### src/sv/hkmm_pkg.sv
`timescale 1ns / 1ps
package hkmm_pkg;

	localparam int MAX_PIXELS = 65536;
	localparam int KEEP_CAP   = (MAX_PIXELS < 65536) ? MAX_PIXELS : 65536;

	localparam int FIFO_DEPTH = 4;
	localparam int DIV_STEPS  = 16;

	typedef enum logic [2:0] {
		REG_HUE_LOW  = 3'd0,
		REG_HUE_HIGH = 3'd1,
		REG_SAT_LOW  = 3'd2,
		REG_SAT_HIGH = 3'd3,
		REG_VAL_LOW  = 3'd4,
		REG_VAL_HIGH = 3'd5
	} hkmm_reg_e;

	typedef struct packed {
		logic [8:0] hue_low;
		logic [8:0] hue_high;
		logic [6:0] sat_low_pct;
		logic [6:0] sat_high_pct;
		logic [7:0] val_low;
		logic [7:0] val_high;
	} hkmm_cfg_t;

	// classified pixel handed from the front to the back
	typedef struct packed {
		logic [7:0] blue;
		logic [7:0] green;
		logic [7:0] red;
		logic       last;
		logic       bg;
	} hkmm_item_t;

endpackage

### src/sv/hkmm_pix_if.sv
`timescale 1ns / 1ps
interface hkmm_pix_if;
	logic       valid;
	logic       ready;
	logic [7:0] pixel_blue;
	logic [7:0] pixel_green;
	logic [7:0] pixel_red;
	logic       last_pixel;

	modport source (output valid, pixel_blue, pixel_green, pixel_red, last_pixel, input ready);
	modport sink (input valid, pixel_blue, pixel_green, pixel_red, last_pixel, output ready);
endinterface

### src/sv/hkmm_res_if.sv
`timescale 1ns / 1ps
interface hkmm_res_if;
	logic        valid;
	logic        ready;
	logic [15:0] mean_blue;
	logic [15:0] mean_green;
	logic [15:0] mean_red;
	logic [16:0] kept_count;
	logic        empty_image;

	modport source (output valid, mean_blue, mean_green, mean_red, kept_count, empty_image,
		input ready);
	modport sink (input valid, mean_blue, mean_green, mean_red, kept_count, empty_image,
		output ready);
endinterface

### src/sv/hkmm_cfg_if.sv
`timescale 1ns / 1ps
interface hkmm_cfg_if;
	logic       valid;
	logic       ready;
	logic [2:0] index;
	logic [8:0] data;

	modport source (output valid, index, data, input ready);
	modport sink (input valid, index, data, output ready);
endinterface

### src/sv/hsv_key_masked_mean_color_core.sv
`timescale 1ns / 1ps
// HSV chroma-key masked mean color. Each 8-bit BGR pixel is converted to HSV
// and dropped as background when hue, saturation and value all lie strictly
// inside the programmed bounds; the rest are summed per channel and counted.
// The pixel marked last closes the image: one result transfer follows with the
// three means in unsigned 8.8 (floor), the kept count and an empty flag, and
// the accumulators restart. Pixels are taken one per clock while the front
// is not stalled, through a two-stage classify pipeline feeding a four-entry
// queue. At each image end the back end runs a 16-step shift-subtract
// divide and takes no pixel while it runs; the pipeline and queue absorb up
// to six pixels of the next image meanwhile before the front stalls. A result
// that is not taken holds the next image's last pixel. Write the bounds
// only while idle.
module hsv_key_masked_mean_color_core import hkmm_pkg::*; (
	input  logic       clk,
	input  logic       arst_n,
	hkmm_pix_if.sink   pix,
	hkmm_res_if.source res,
	hkmm_cfg_if.sink   cfg
);

	hkmm_cfg_t  cfg_q;
	hkmm_item_t cls_item, q_item;
	logic       cls_valid, cls_ready, q_valid, q_ready;

	assign cfg.ready = 1'b1;

	always_ff @(posedge clk or negedge arst_n) begin
		if (!arst_n) begin
			cfg_q.hue_low      <= 9'd30;
			cfg_q.hue_high     <= 9'd150;
			cfg_q.sat_low_pct  <= 7'd15;
			cfg_q.sat_high_pct <= 7'd75;
			cfg_q.val_low      <= 8'd0;
			cfg_q.val_high     <= 8'd255;
		end else if (cfg.valid) begin
			unique case (cfg.index)
				REG_HUE_LOW:  cfg_q.hue_low      <= cfg.data;
				REG_HUE_HIGH: cfg_q.hue_high     <= cfg.data;
				REG_SAT_LOW:  cfg_q.sat_low_pct  <= cfg.data[6:0];
				REG_SAT_HIGH: cfg_q.sat_high_pct <= cfg.data[6:0];
				REG_VAL_LOW:  cfg_q.val_low      <= cfg.data[7:0];
				REG_VAL_HIGH: cfg_q.val_high     <= cfg.data[7:0];
				default: ;
			endcase
		end
	end

	hkmm_classify u_classify (
		.clk,
		.arst_n,
		.cfg        (cfg_q),
		.pix        (pix),
		.item       (cls_item),
		.item_valid (cls_valid),
		.item_ready (cls_ready)
	);

	hkmm_fifo u_fifo (
		.clk,
		.arst_n,
		.push_item  (cls_item),
		.push_valid (cls_valid),
		.push_ready (cls_ready),
		.pop_item   (q_item),
		.pop_valid  (q_valid),
		.pop_ready  (q_ready)
	);

	hkmm_accum u_accum (
		.clk,
		.arst_n,
		.item       (q_item),
		.item_valid (q_valid),
		.item_ready (q_ready),
		.res        (res)
	);

endmodule

### src/sv/hkmm_classify.sv
`timescale 1ns / 1ps
module hkmm_classify import hkmm_pkg::*; (
	input  logic            clk,
	input  logic            arst_n,
	input  hkmm_cfg_t       cfg,
	hkmm_pix_if.sink        pix,
	output hkmm_item_t      item,
	output logic            item_valid,
	input  logic            item_ready
);

	typedef enum logic [2:0] {
		SEC_R = 3'b001,
		SEC_G = 3'b010,
		SEC_B = 3'b100
	} sec_t;

	logic en;

	logic [7:0] v0, mn0, d0;
	sec_t       sec0;

	logic       valid_s1;
	logic [7:0] blue_s1, green_s1, red_s1, v_s1, d_s1;
	logic       last_s1;
	sec_t       sec_s1;

	logic [7:0]         hue_x, hue_y, base;
	logic signed [9:0]  diff;
	logic [15:0]        base_d;
	logic signed [18:0] hn_raw, hn_fix, d360;

	logic        valid_s2;
	logic [7:0]  blue_s2, green_s2, red_s2, v_s2;
	logic        last_s2;
	logic [16:0] hn_s2, hlo_d_s2, hhi_d_s2;
	logic [14:0] d100_s2, slo_v_s2, shi_v_s2;

	// the whole pipe moves together; hold when the last stage cannot hand off
	assign en        = !valid_s2 || item_ready;
	assign pix.ready = en;

	always_comb begin
		v0  = pix.pixel_red;
		mn0 = pix.pixel_red;
		if (pix.pixel_green > v0) v0 = pix.pixel_green;
		if (pix.pixel_blue > v0) v0 = pix.pixel_blue;
		if (pix.pixel_green < mn0) mn0 = pix.pixel_green;
		if (pix.pixel_blue < mn0) mn0 = pix.pixel_blue;
		d0 = v0 - mn0;
		if (v0 == pix.pixel_red) sec0 = SEC_R;
		else if (v0 == pix.pixel_green) sec0 = SEC_G;
		else sec0 = SEC_B;
	end

	always_ff @(posedge clk or negedge arst_n) begin
		if (!arst_n) begin
			valid_s1 <= 1'b0;
			valid_s2 <= 1'b0;
		end else if (en) begin
			valid_s1 <= pix.valid;
			valid_s2 <= valid_s1;
		end
	end

	always_ff @(posedge clk) begin
		if (en) begin
			blue_s1  <= pix.pixel_blue;
			green_s1 <= pix.pixel_green;
			red_s1   <= pix.pixel_red;
			last_s1  <= pix.last_pixel;
			v_s1     <= v0;
			d_s1     <= d0;
			sec_s1   <= sec0;
		end
	end

	// hue numerator: H * d, folded into 0..360*d
	always_comb begin
		unique case (sec_s1)
			SEC_R: begin
				hue_x = green_s1;
				hue_y = blue_s1;
				base  = 8'd0;
			end
			SEC_G: begin
				hue_x = blue_s1;
				hue_y = red_s1;
				base  = 8'd120;
			end
			SEC_B: begin
				hue_x = red_s1;
				hue_y = green_s1;
				base  = 8'd240;
			end
			default: begin
				hue_x = 8'd0;
				hue_y = 8'd0;
				base  = 8'd0;
			end
		endcase
		diff   = $signed({2'b00, hue_x}) - $signed({2'b00, hue_y});
		base_d = 16'(base) * 16'(d_s1);
		d360   = $signed({2'b00, 17'(17'(d_s1) * 17'd360)});
		hn_raw = $signed({3'b000, base_d}) + 19'(diff) * 19'sd60;
		hn_fix = hn_raw[18] ? hn_raw + d360 : hn_raw;
	end

	always_ff @(posedge clk) begin
		if (en) begin
			blue_s2  <= blue_s1;
			green_s2 <= green_s1;
			red_s2   <= red_s1;
			last_s2  <= last_s1;
			v_s2     <= v_s1;
			hn_s2    <= hn_fix[16:0];
			hlo_d_s2 <= 17'(cfg.hue_low) * 17'(d_s1);
			hhi_d_s2 <= 17'(cfg.hue_high) * 17'(d_s1);
			d100_s2  <= 15'(d_s1) * 15'd100;
			slo_v_s2 <= 15'(cfg.sat_low_pct) * 15'(v_s1);
			shi_v_s2 <= 15'(cfg.sat_high_pct) * 15'(v_s1);
		end
	end

	assign item_valid = valid_s2;
	assign item.blue  = blue_s2;
	assign item.green = green_s2;
	assign item.red   = red_s2;
	assign item.last  = last_s2;
	assign item.bg    = (hn_s2 > hlo_d_s2) && (hn_s2 < hhi_d_s2)
		&& (d100_s2 > slo_v_s2) && (d100_s2 < shi_v_s2)
		&& (v_s2 > cfg.val_low) && (v_s2 < cfg.val_high);

endmodule

### src/sv/hkmm_fifo.sv
`timescale 1ns / 1ps
module hkmm_fifo import hkmm_pkg::*; (
	input  logic       clk,
	input  logic       arst_n,
	input  hkmm_item_t push_item,
	input  logic       push_valid,
	output logic       push_ready,
	output hkmm_item_t pop_item,
	output logic       pop_valid,
	input  logic       pop_ready
);

	localparam int PW = $clog2(FIFO_DEPTH);
	localparam int CW = $clog2(FIFO_DEPTH + 1);

	hkmm_item_t    mem_q [FIFO_DEPTH];
	logic [PW-1:0] wr_q, rd_q;
	logic [CW-1:0] cnt_q;
	logic          push, pop;

	assign push_ready = cnt_q != CW'(FIFO_DEPTH);
	assign pop_valid  = cnt_q != '0;
	assign push       = push_valid && push_ready;
	assign pop        = pop_valid && pop_ready;
	assign pop_item   = mem_q[rd_q];

	always_ff @(posedge clk or negedge arst_n) begin
		if (!arst_n) begin
			wr_q  <= '0;
			rd_q  <= '0;
			cnt_q <= '0;
		end else begin
			if (push) wr_q <= (wr_q == PW'(FIFO_DEPTH - 1)) ? '0 : wr_q + 1'b1;
			if (pop) rd_q <= (rd_q == PW'(FIFO_DEPTH - 1)) ? '0 : rd_q + 1'b1;
			if (push && !pop) cnt_q <= cnt_q + 1'b1;
			else if (pop && !push) cnt_q <= cnt_q - 1'b1;
		end
	end

	always_ff @(posedge clk) begin
		if (push) mem_q[wr_q] <= push_item;
	end

endmodule

### src/sv/hkmm_div.sv
`timescale 1ns / 1ps
module hkmm_div import hkmm_pkg::*; (
	input  logic        clk,
	input  logic        arst_n,
	input  logic        start,
	input  logic [23:0] sum,
	input  logic [16:0] divisor,
	output logic [15:0] quo,
	output logic        done
);

	localparam int CW = $clog2(DIV_STEPS + 1);

	logic [CW-1:0] cnt_q;
	logic          done_q;
	logic [16:0]   rem_q, div_q;
	logic [15:0]   lo_q, quo_q;
	logic [17:0]   trial;
	logic          fits;

	// sum/count never exceeds 255, so sum*256/count needs only 16 quotient bits
	assign trial = {rem_q, lo_q[15]};
	assign fits  = trial >= {1'b0, div_q};

	always_ff @(posedge clk or negedge arst_n) begin
		if (!arst_n) begin
			cnt_q  <= '0;
			done_q <= 1'b0;
		end else if (start) begin
			cnt_q  <= CW'(DIV_STEPS);
			done_q <= 1'b0;
		end else if (cnt_q != '0) begin
			cnt_q  <= cnt_q - 1'b1;
			done_q <= cnt_q == CW'(1);
		end else begin
			done_q <= 1'b0;
		end
	end

	always_ff @(posedge clk) begin
		if (start) begin
			rem_q <= {1'b0, sum[23:8]};
			lo_q  <= {sum[7:0], 8'h00};
			div_q <= divisor;
			quo_q <= '0;
		end else if (cnt_q != '0) begin
			rem_q <= fits ? 17'(trial - {1'b0, div_q}) : trial[16:0];
			lo_q  <= {lo_q[14:0], 1'b0};
			quo_q <= {quo_q[14:0], fits};
		end
	end

	assign quo  = quo_q;
	assign done = done_q;

endmodule

### src/sv/hkmm_accum.sv
`timescale 1ns / 1ps
module hkmm_accum import hkmm_pkg::*; (
	input  logic       clk,
	input  logic       arst_n,
	input  hkmm_item_t item,
	input  logic       item_valid,
	output logic       item_ready,
	hkmm_res_if.source res
);

	typedef enum logic [1:0] {
		ST_ACC = 2'b01,
		ST_DIV = 2'b10
	} state_t;

	typedef struct packed {
		logic [15:0] mean_blue;
		logic [15:0] mean_green;
		logic [15:0] mean_red;
		logic [16:0] kept_count;
		logic        empty_image;
	} res_t;

	state_t      state_q;
	logic [23:0] sum_b_q, sum_g_q, sum_r_q;
	logic [23:0] sum_b_nx, sum_g_nx, sum_r_nx;
	logic [16:0] count_q, count_nx, res_cnt_q;
	logic        take, pop, start;
	logic [15:0] quo_b, quo_g, quo_r;
	logic        done_b, done_g, done_r;
	res_t        res_q;
	logic        res_valid_q;

	// hold a last pixel while the previous result is still waiting
	assign item_ready = (state_q == ST_ACC) && !(item.last && res_valid_q);
	assign pop        = item_valid && item_ready;
	assign start      = pop && item.last;

	always_comb begin
		take     = !item.bg && (count_q < 17'(KEEP_CAP));
		sum_b_nx = take ? sum_b_q + 24'(item.blue) : sum_b_q;
		sum_g_nx = take ? sum_g_q + 24'(item.green) : sum_g_q;
		sum_r_nx = take ? sum_r_q + 24'(item.red) : sum_r_q;
		count_nx = take ? count_q + 1'b1 : count_q;
	end

	hkmm_div u_div_b (.clk, .arst_n, .start, .sum(sum_b_nx), .divisor(count_nx),
		.quo(quo_b), .done(done_b));
	hkmm_div u_div_g (.clk, .arst_n, .start, .sum(sum_g_nx), .divisor(count_nx),
		.quo(quo_g), .done(done_g));
	hkmm_div u_div_r (.clk, .arst_n, .start, .sum(sum_r_nx), .divisor(count_nx),
		.quo(quo_r), .done(done_r));

	always_ff @(posedge clk or negedge arst_n) begin
		if (!arst_n) begin
			state_q     <= ST_ACC;
			sum_b_q     <= '0;
			sum_g_q     <= '0;
			sum_r_q     <= '0;
			count_q     <= '0;
			res_valid_q <= 1'b0;
		end else begin
			unique case (state_q)
				ST_ACC: begin
					if (pop) begin
						if (item.last) begin
							sum_b_q <= '0;
							sum_g_q <= '0;
							sum_r_q <= '0;
							count_q <= '0;
							state_q <= ST_DIV;
						end else begin
							sum_b_q <= sum_b_nx;
							sum_g_q <= sum_g_nx;
							sum_r_q <= sum_r_nx;
							count_q <= count_nx;
						end
					end
				end
				ST_DIV: begin
					if (done_b) begin
						res_valid_q <= 1'b1;
						state_q     <= ST_ACC;
					end
				end
				default: state_q <= ST_ACC;
			endcase
			if (res_valid_q && res.ready) res_valid_q <= 1'b0;
		end
	end

	always_ff @(posedge clk) begin
		if (start) res_cnt_q <= count_nx;
		if (state_q == ST_DIV && done_b && done_g && done_r) begin
			res_q.kept_count  <= res_cnt_q;
			res_q.empty_image <= res_cnt_q == '0;
			res_q.mean_blue   <= (res_cnt_q == '0) ? '0 : quo_b;
			res_q.mean_green  <= (res_cnt_q == '0) ? '0 : quo_g;
			res_q.mean_red    <= (res_cnt_q == '0) ? '0 : quo_r;
		end
	end

	assign res.valid       = res_valid_q;
	assign res.mean_blue   = res_q.mean_blue;
	assign res.mean_green  = res_q.mean_green;
	assign res.mean_red    = res_q.mean_red;
	assign res.kept_count  = res_q.kept_count;
	assign res.empty_image = res_q.empty_image;

	a_count_cap: assert property (@(posedge clk) disable iff (!arst_n)
		count_q <= 17'(KEEP_CAP))
		else $error("kept count beyond cap");

	a_empty_zero: assert property (@(posedge clk) disable iff (!arst_n)
		res_valid_q && res_q.empty_image |-> res_q.kept_count == '0
			&& res_q.mean_blue == '0 && res_q.mean_green == '0 && res_q.mean_red == '0)
		else $error("empty result carries nonzero fields");

	a_res_from_div: assert property (@(posedge clk) disable iff (!arst_n)
		$rose(res_valid_q) |-> $past(state_q == ST_DIV) && $past(done_b))
		else $error("result raised outside a finished divide");

endmodule
### src/flat_wrapper.sv
// flat-port wrapper written by rule: the top's interface ports become plain ports
module hsv_key_masked_mean_color_core_flat import hkmm_pkg::*;
  (clk, arst_n, pix_valid, pix_pixel_blue, pix_pixel_green, pix_pixel_red, pix_last_pixel, pix_ready, res_valid, res_mean_blue, res_mean_green, res_mean_red, res_kept_count, res_empty_image, res_ready, cfg_valid, cfg_index, cfg_data, cfg_ready);
  hkmm_pix_if pix_i ();
  hkmm_res_if res_i ();
  hkmm_cfg_if cfg_i ();
  input  logic clk;
  input  logic arst_n;
  input wire logic [$bits(pix_i.valid)-1:0] pix_valid;
  input wire logic [$bits(pix_i.pixel_blue)-1:0] pix_pixel_blue;
  input wire logic [$bits(pix_i.pixel_green)-1:0] pix_pixel_green;
  input wire logic [$bits(pix_i.pixel_red)-1:0] pix_pixel_red;
  input wire logic [$bits(pix_i.last_pixel)-1:0] pix_last_pixel;
  output wire logic [$bits(pix_i.ready)-1:0] pix_ready;
  output wire logic [$bits(res_i.valid)-1:0] res_valid;
  output wire logic [$bits(res_i.mean_blue)-1:0] res_mean_blue;
  output wire logic [$bits(res_i.mean_green)-1:0] res_mean_green;
  output wire logic [$bits(res_i.mean_red)-1:0] res_mean_red;
  output wire logic [$bits(res_i.kept_count)-1:0] res_kept_count;
  output wire logic [$bits(res_i.empty_image)-1:0] res_empty_image;
  input wire logic [$bits(res_i.ready)-1:0] res_ready;
  input wire logic [$bits(cfg_i.valid)-1:0] cfg_valid;
  input wire logic [$bits(cfg_i.index)-1:0] cfg_index;
  input wire logic [$bits(cfg_i.data)-1:0] cfg_data;
  output wire logic [$bits(cfg_i.ready)-1:0] cfg_ready;
  assign pix_i.valid = pix_valid;
  assign pix_i.pixel_blue = pix_pixel_blue;
  assign pix_i.pixel_green = pix_pixel_green;
  assign pix_i.pixel_red = pix_pixel_red;
  assign pix_i.last_pixel = pix_last_pixel;
  assign pix_ready = pix_i.ready;
  assign res_valid = res_i.valid;
  assign res_mean_blue = res_i.mean_blue;
  assign res_mean_green = res_i.mean_green;
  assign res_mean_red = res_i.mean_red;
  assign res_kept_count = res_i.kept_count;
  assign res_empty_image = res_i.empty_image;
  assign res_i.ready = res_ready;
  assign cfg_i.valid = cfg_valid;
  assign cfg_i.index = cfg_index;
  assign cfg_i.data = cfg_data;
  assign cfg_ready = cfg_i.ready;
  hsv_key_masked_mean_color_core u_core (.clk(clk), .arst_n(arst_n), .pix(pix_i), .res(res_i), .cfg(cfg_i));
endmodule
### config.mk
export PLATFORM = sky130hd
export DESIGN_NAME = hsv_key_masked_mean_color_core_flat
export DESIGN_NICKNAME = d
export VERILOG_FILES = /design/src/sv/hkmm_pkg.sv /design/src/sv/hkmm_pix_if.sv /design/src/sv/hkmm_res_if.sv /design/src/sv/hkmm_cfg_if.sv /design/src/sv/hsv_key_masked_mean_color_core.sv /design/src/sv/hkmm_classify.sv /design/src/sv/hkmm_fifo.sv /design/src/sv/hkmm_div.sv /design/src/sv/hkmm_accum.sv /design/src/flat_wrapper.sv
export SDC_FILE = /design/constraint.sdc
export NUM_CORES = 2
export LEC_CHECK = 0
export BUFFER_PORTS_ARGS = -buffer_cell sky130_fd_sc_hd__buf_2
export CORE_MARGIN = 2
export CORE_UTILIZATION = 55
export CTS_BUF_LIST = sky130_fd_sc_hd__clkbuf_16
export DETAILED_ROUTE_END_ITERATION = 10
export PLACE_DENSITY_LB_ADDON = 0.12
export SETUP_SLACK_MARGIN = 0.3
export SYNTH_ARGS = -nofsm -noshare
export SYNTH_HDL_FRONTEND = slang
export SYNTH_SLANG_ARGS = --single-unit
export TNS_END_PERCENT = 10
### constraint.sdc
create_clock -name clk -period 14.4 [get_ports clk]
set_input_delay 0 -clock clk [delete_from_list [all_inputs] [get_ports clk]]
set_output_delay 0 -clock clk [all_outputs]
set_load 0.005 [all_outputs]
==> metrics.txt <==
Synth Instances=4380; top-count cell post-synth=nand2_1; synthesized area=0.0455 mm²; FP Rows=105; status=finished clean; number of buffers created by CTS=73; Layout area overhead=10.0%; Max Root-Sink Buffers=3; multi-input logic area=0.0250 mm²; crit path DAT=9.07 ns; Least-Margin Pin Slew=1.19 ns; global-route wire length before repair=165000 µm; pre-CTS WS=5.82 ns; Setup violations, final=0; Antenna Nets Post-Route=0; vias per cell=5.59; post-synthesis cell type count=93; Die W=292 µm; Final Hold Vio Count=0; post-synth top area share=0.283; layout cells sized above 1=0.0914; Net count, final=5220; Routability Congestion=0.859; Setup Crit Path Kind=reg2reg; syn_nets=5094; ranking of synthesized cells by area=edfxtp_1 (28%), ha_1 (13%), fa_1 (8.6%), dfrtp_1 (7.8%), nand2_1 (4.0%); FF+latch count, synth=646; grt total ovfl=0; Rel. slew slack=0.207; core outline area=0.0820 mm²; Mapped Avg Cell Area=10.4 µm²; post-synth top area cell=edfxtp_1; Final Worst Setup Slack=5.69 ns; crit-path max FO=19; Total GRT Usage=0.240; post-cts sizing count=0; vias in the first global route=31900; DRC=0; Iteration-0 DRC Markers=1830; delay-heaviest family, CP=adder cells; per-cell routed wire length=17.7 µm; Max Clk Rate=0.115 GHz; path type of the worst min-delay path=in2reg; Synth Flop Type=edfxtp_1; RSZ-0062 raised after global routing=false; clock slew at reported path FFs=0.06 ns; Die Ht=292 µm; top post-synthesis cells by count=nand2_1 (480), ha_1 (477), inv_1 (467); CTS tree=done; total routed wirelength=99700 µm; YS warnings=0; clock sink count=646; Inserted Diodes=0; clk root buf=clkbuf_16; crit-path max cell delay=0.68 ns; FF/Latch Area=0.0181 mm²; PortBufs=109; Max Slew Vio Count=0; Max-cap violations=0; Setup Skew=0.0243 ns; post-CTS setup buffers=0; setup TNS=0 ns; initial antenna violation count=0; CP Capture Type=flop; CP required=14.76 ns; fin crit share=0.605; startpoint type of the worst setup path=flop; number of synthesized flops with an enable pin=428; largest net degree at the start of global routing=101; FILL cells=6910; fin crit period=8.71 ns; sequential fraction of the synthesis area=0.398; io pins=111; routed via count=31500; Clock Latency Late Sink=0.62 ns; Die Footprint=0.0850 mm²; HPWL Detailed=71400 µm; WP buf/inv=2; slowest CP cell=edfxtp_1; FFs w/ async S/R, synth=0.259; Initial Util=0.555; H-tree depth=3; DR pass1 iterations=5
[per-stage QoR]
| stage | hold WS, ns | std cells | utilization | instance area [µm²] |
|---|---|---|---|---|
| after floorplan | -0.296 | 4380 | - | 45500 |
| after global placement | -0.00225 | 5442 | 0.575 | 47100 |
| after detailed placement | -0.00352 | 5442 | 0.575 | 47100 |
| after CTS | 0.0106 | 5634 | 0.610 | 50000 |
| after global routing | 0.0846 | 5634 | 0.610 | 50000 |
| final | 0.0635 | 5634 | 0.610 | 50000 |
[cells by family (layout without fill, tap and decap cells)]
kind of cell / after synthesis / after routing / synth area share
and+or+nand+nor: 1219 / 1219 / 0.130
AOI/OAI and AO/OA: 828 / 828 / 0.114
adders and majority gates: 672 / 672 / 0.217
DFF: 646 / 646 / 0.398
buffers and inverters: 628 / 812 / 0.0529
xor gates and xnor gates: 264 / 264 / 0.0510
muxes: 122 / 122 / 0.0368
other: 1 / 1 / 0.0000825
[worst reg2reg max path: cells and delay by family, from the launching register on]
family          cells  cell delay (ns)
compound gates      7             1.46
fa+ha+maj           8             2.90
buf+inv             2             0.13
simple gates        9             2.19
xor+xnor            4             0.78
mux                 1             0.33
flops               1             0.68
[final cells by class]
| type | count | share of cell area |
|---|---|---|
| repair buffers | 211 | 0.0297 |
| clock buffers | 75 | 0.0375 |
| multi-input cells | 3106 | 0.501 |
| well taps | 1070 | 0.0268 |
| inverters | 468 | 0.0353 |
| clock inverters | 58 | 0.00851 |
| flip-flops and latches | 646 | 0.362 |
[worst paths after layout]
check | start | endpoint | slack (ns) | cells after the start
min in group asynchronous | arst_n | u_core.u_accum.sum_r_q[0]$_DFFE_PN0P_ | 0.57 | 4
min reg2reg | u_core.u_classify.last_s1$_DFFE_PP_ | u_core.u_classify.last_s2$_DFFE_PP_ | 0.42 | 0
min | cfg_valid | u_core.cfg_q[8]$_DFFE_PN0P_ | 0.06 | 5
max in group asynchronous | arst_n | u_core.cfg_q[27]$_DFFE_PN0P_ | 12.18 | 5
max reg2reg | u_core.u_classify.sec_s1[0]$_SDFFCE_PN1P_ | u_core.u_classify.hn_s2[16]$_DFFE_PP_ | 5.69 | 31
max | u_core.u_classify.sec_s1[0]$_SDFFCE_PN1P_ | u_core.u_classify.hn_s2[16]$_DFFE_PP_ | 5.69 | 31
[registers in the layout (all words and copies together) (netlist names), 24 cells and up]
signal,flops
u_core.u_accum.sum_g_q,24
u_core.u_accum.sum_r_q,24
u_core.u_fifo.mem_q,104
u_core.cfg_q,48
u_core.u_accum.sum_b_q,24
[cells in the final DEF, fill, tap and decap left out, types with 22 or more instances in the layout]
master	n
o31ai_1	25
nand2b_1	22
a211oi_1	41
nor3_1	57
edfxtp_1	428
o21ai_0	175
dfstp_2	25
ha_1	477
fa_1	195
nor2_1	212
xor2_1	83
nor2b_1	102
clkbuf_16	75
a21o_1	69
mux2i_1	25
dfxtp_1	51
o21a_1	35
buf_4	43
inv_1	487
a31oi_1	45
xnor2_1	180
dfrtp_1	141
a22o_1	25
nand3_1	43
a21oi_1	264
nand2_1	479
buf_2	108
mux4_2	26
nand4_1	29
dlygate4sd3_1	58
and2_1	158
o21bai_1	26
mux2_2	59
and3_1	26
[routing by layer]
layer | global-route usage | part of all wire | up-vias
li1 | - | - | 15400
met1 | 0.313 | 0.44 | 15300
met2 | 0.420 | 0.50 | 600
met3 | 0.0283 | 0.040 | 156
met4 | 0.0679 | 0.025 | 0
met5 | 0 | 0 | -
[repair_timing]
item,CTS,global route
endpoints found under the hold margin,125,0
setup endpoints to repair,0,0
hold buffers,59,0
Power is not shown: default switching activity piles up to over one toggle a cycle in this logic, so the estimate is an artifact.
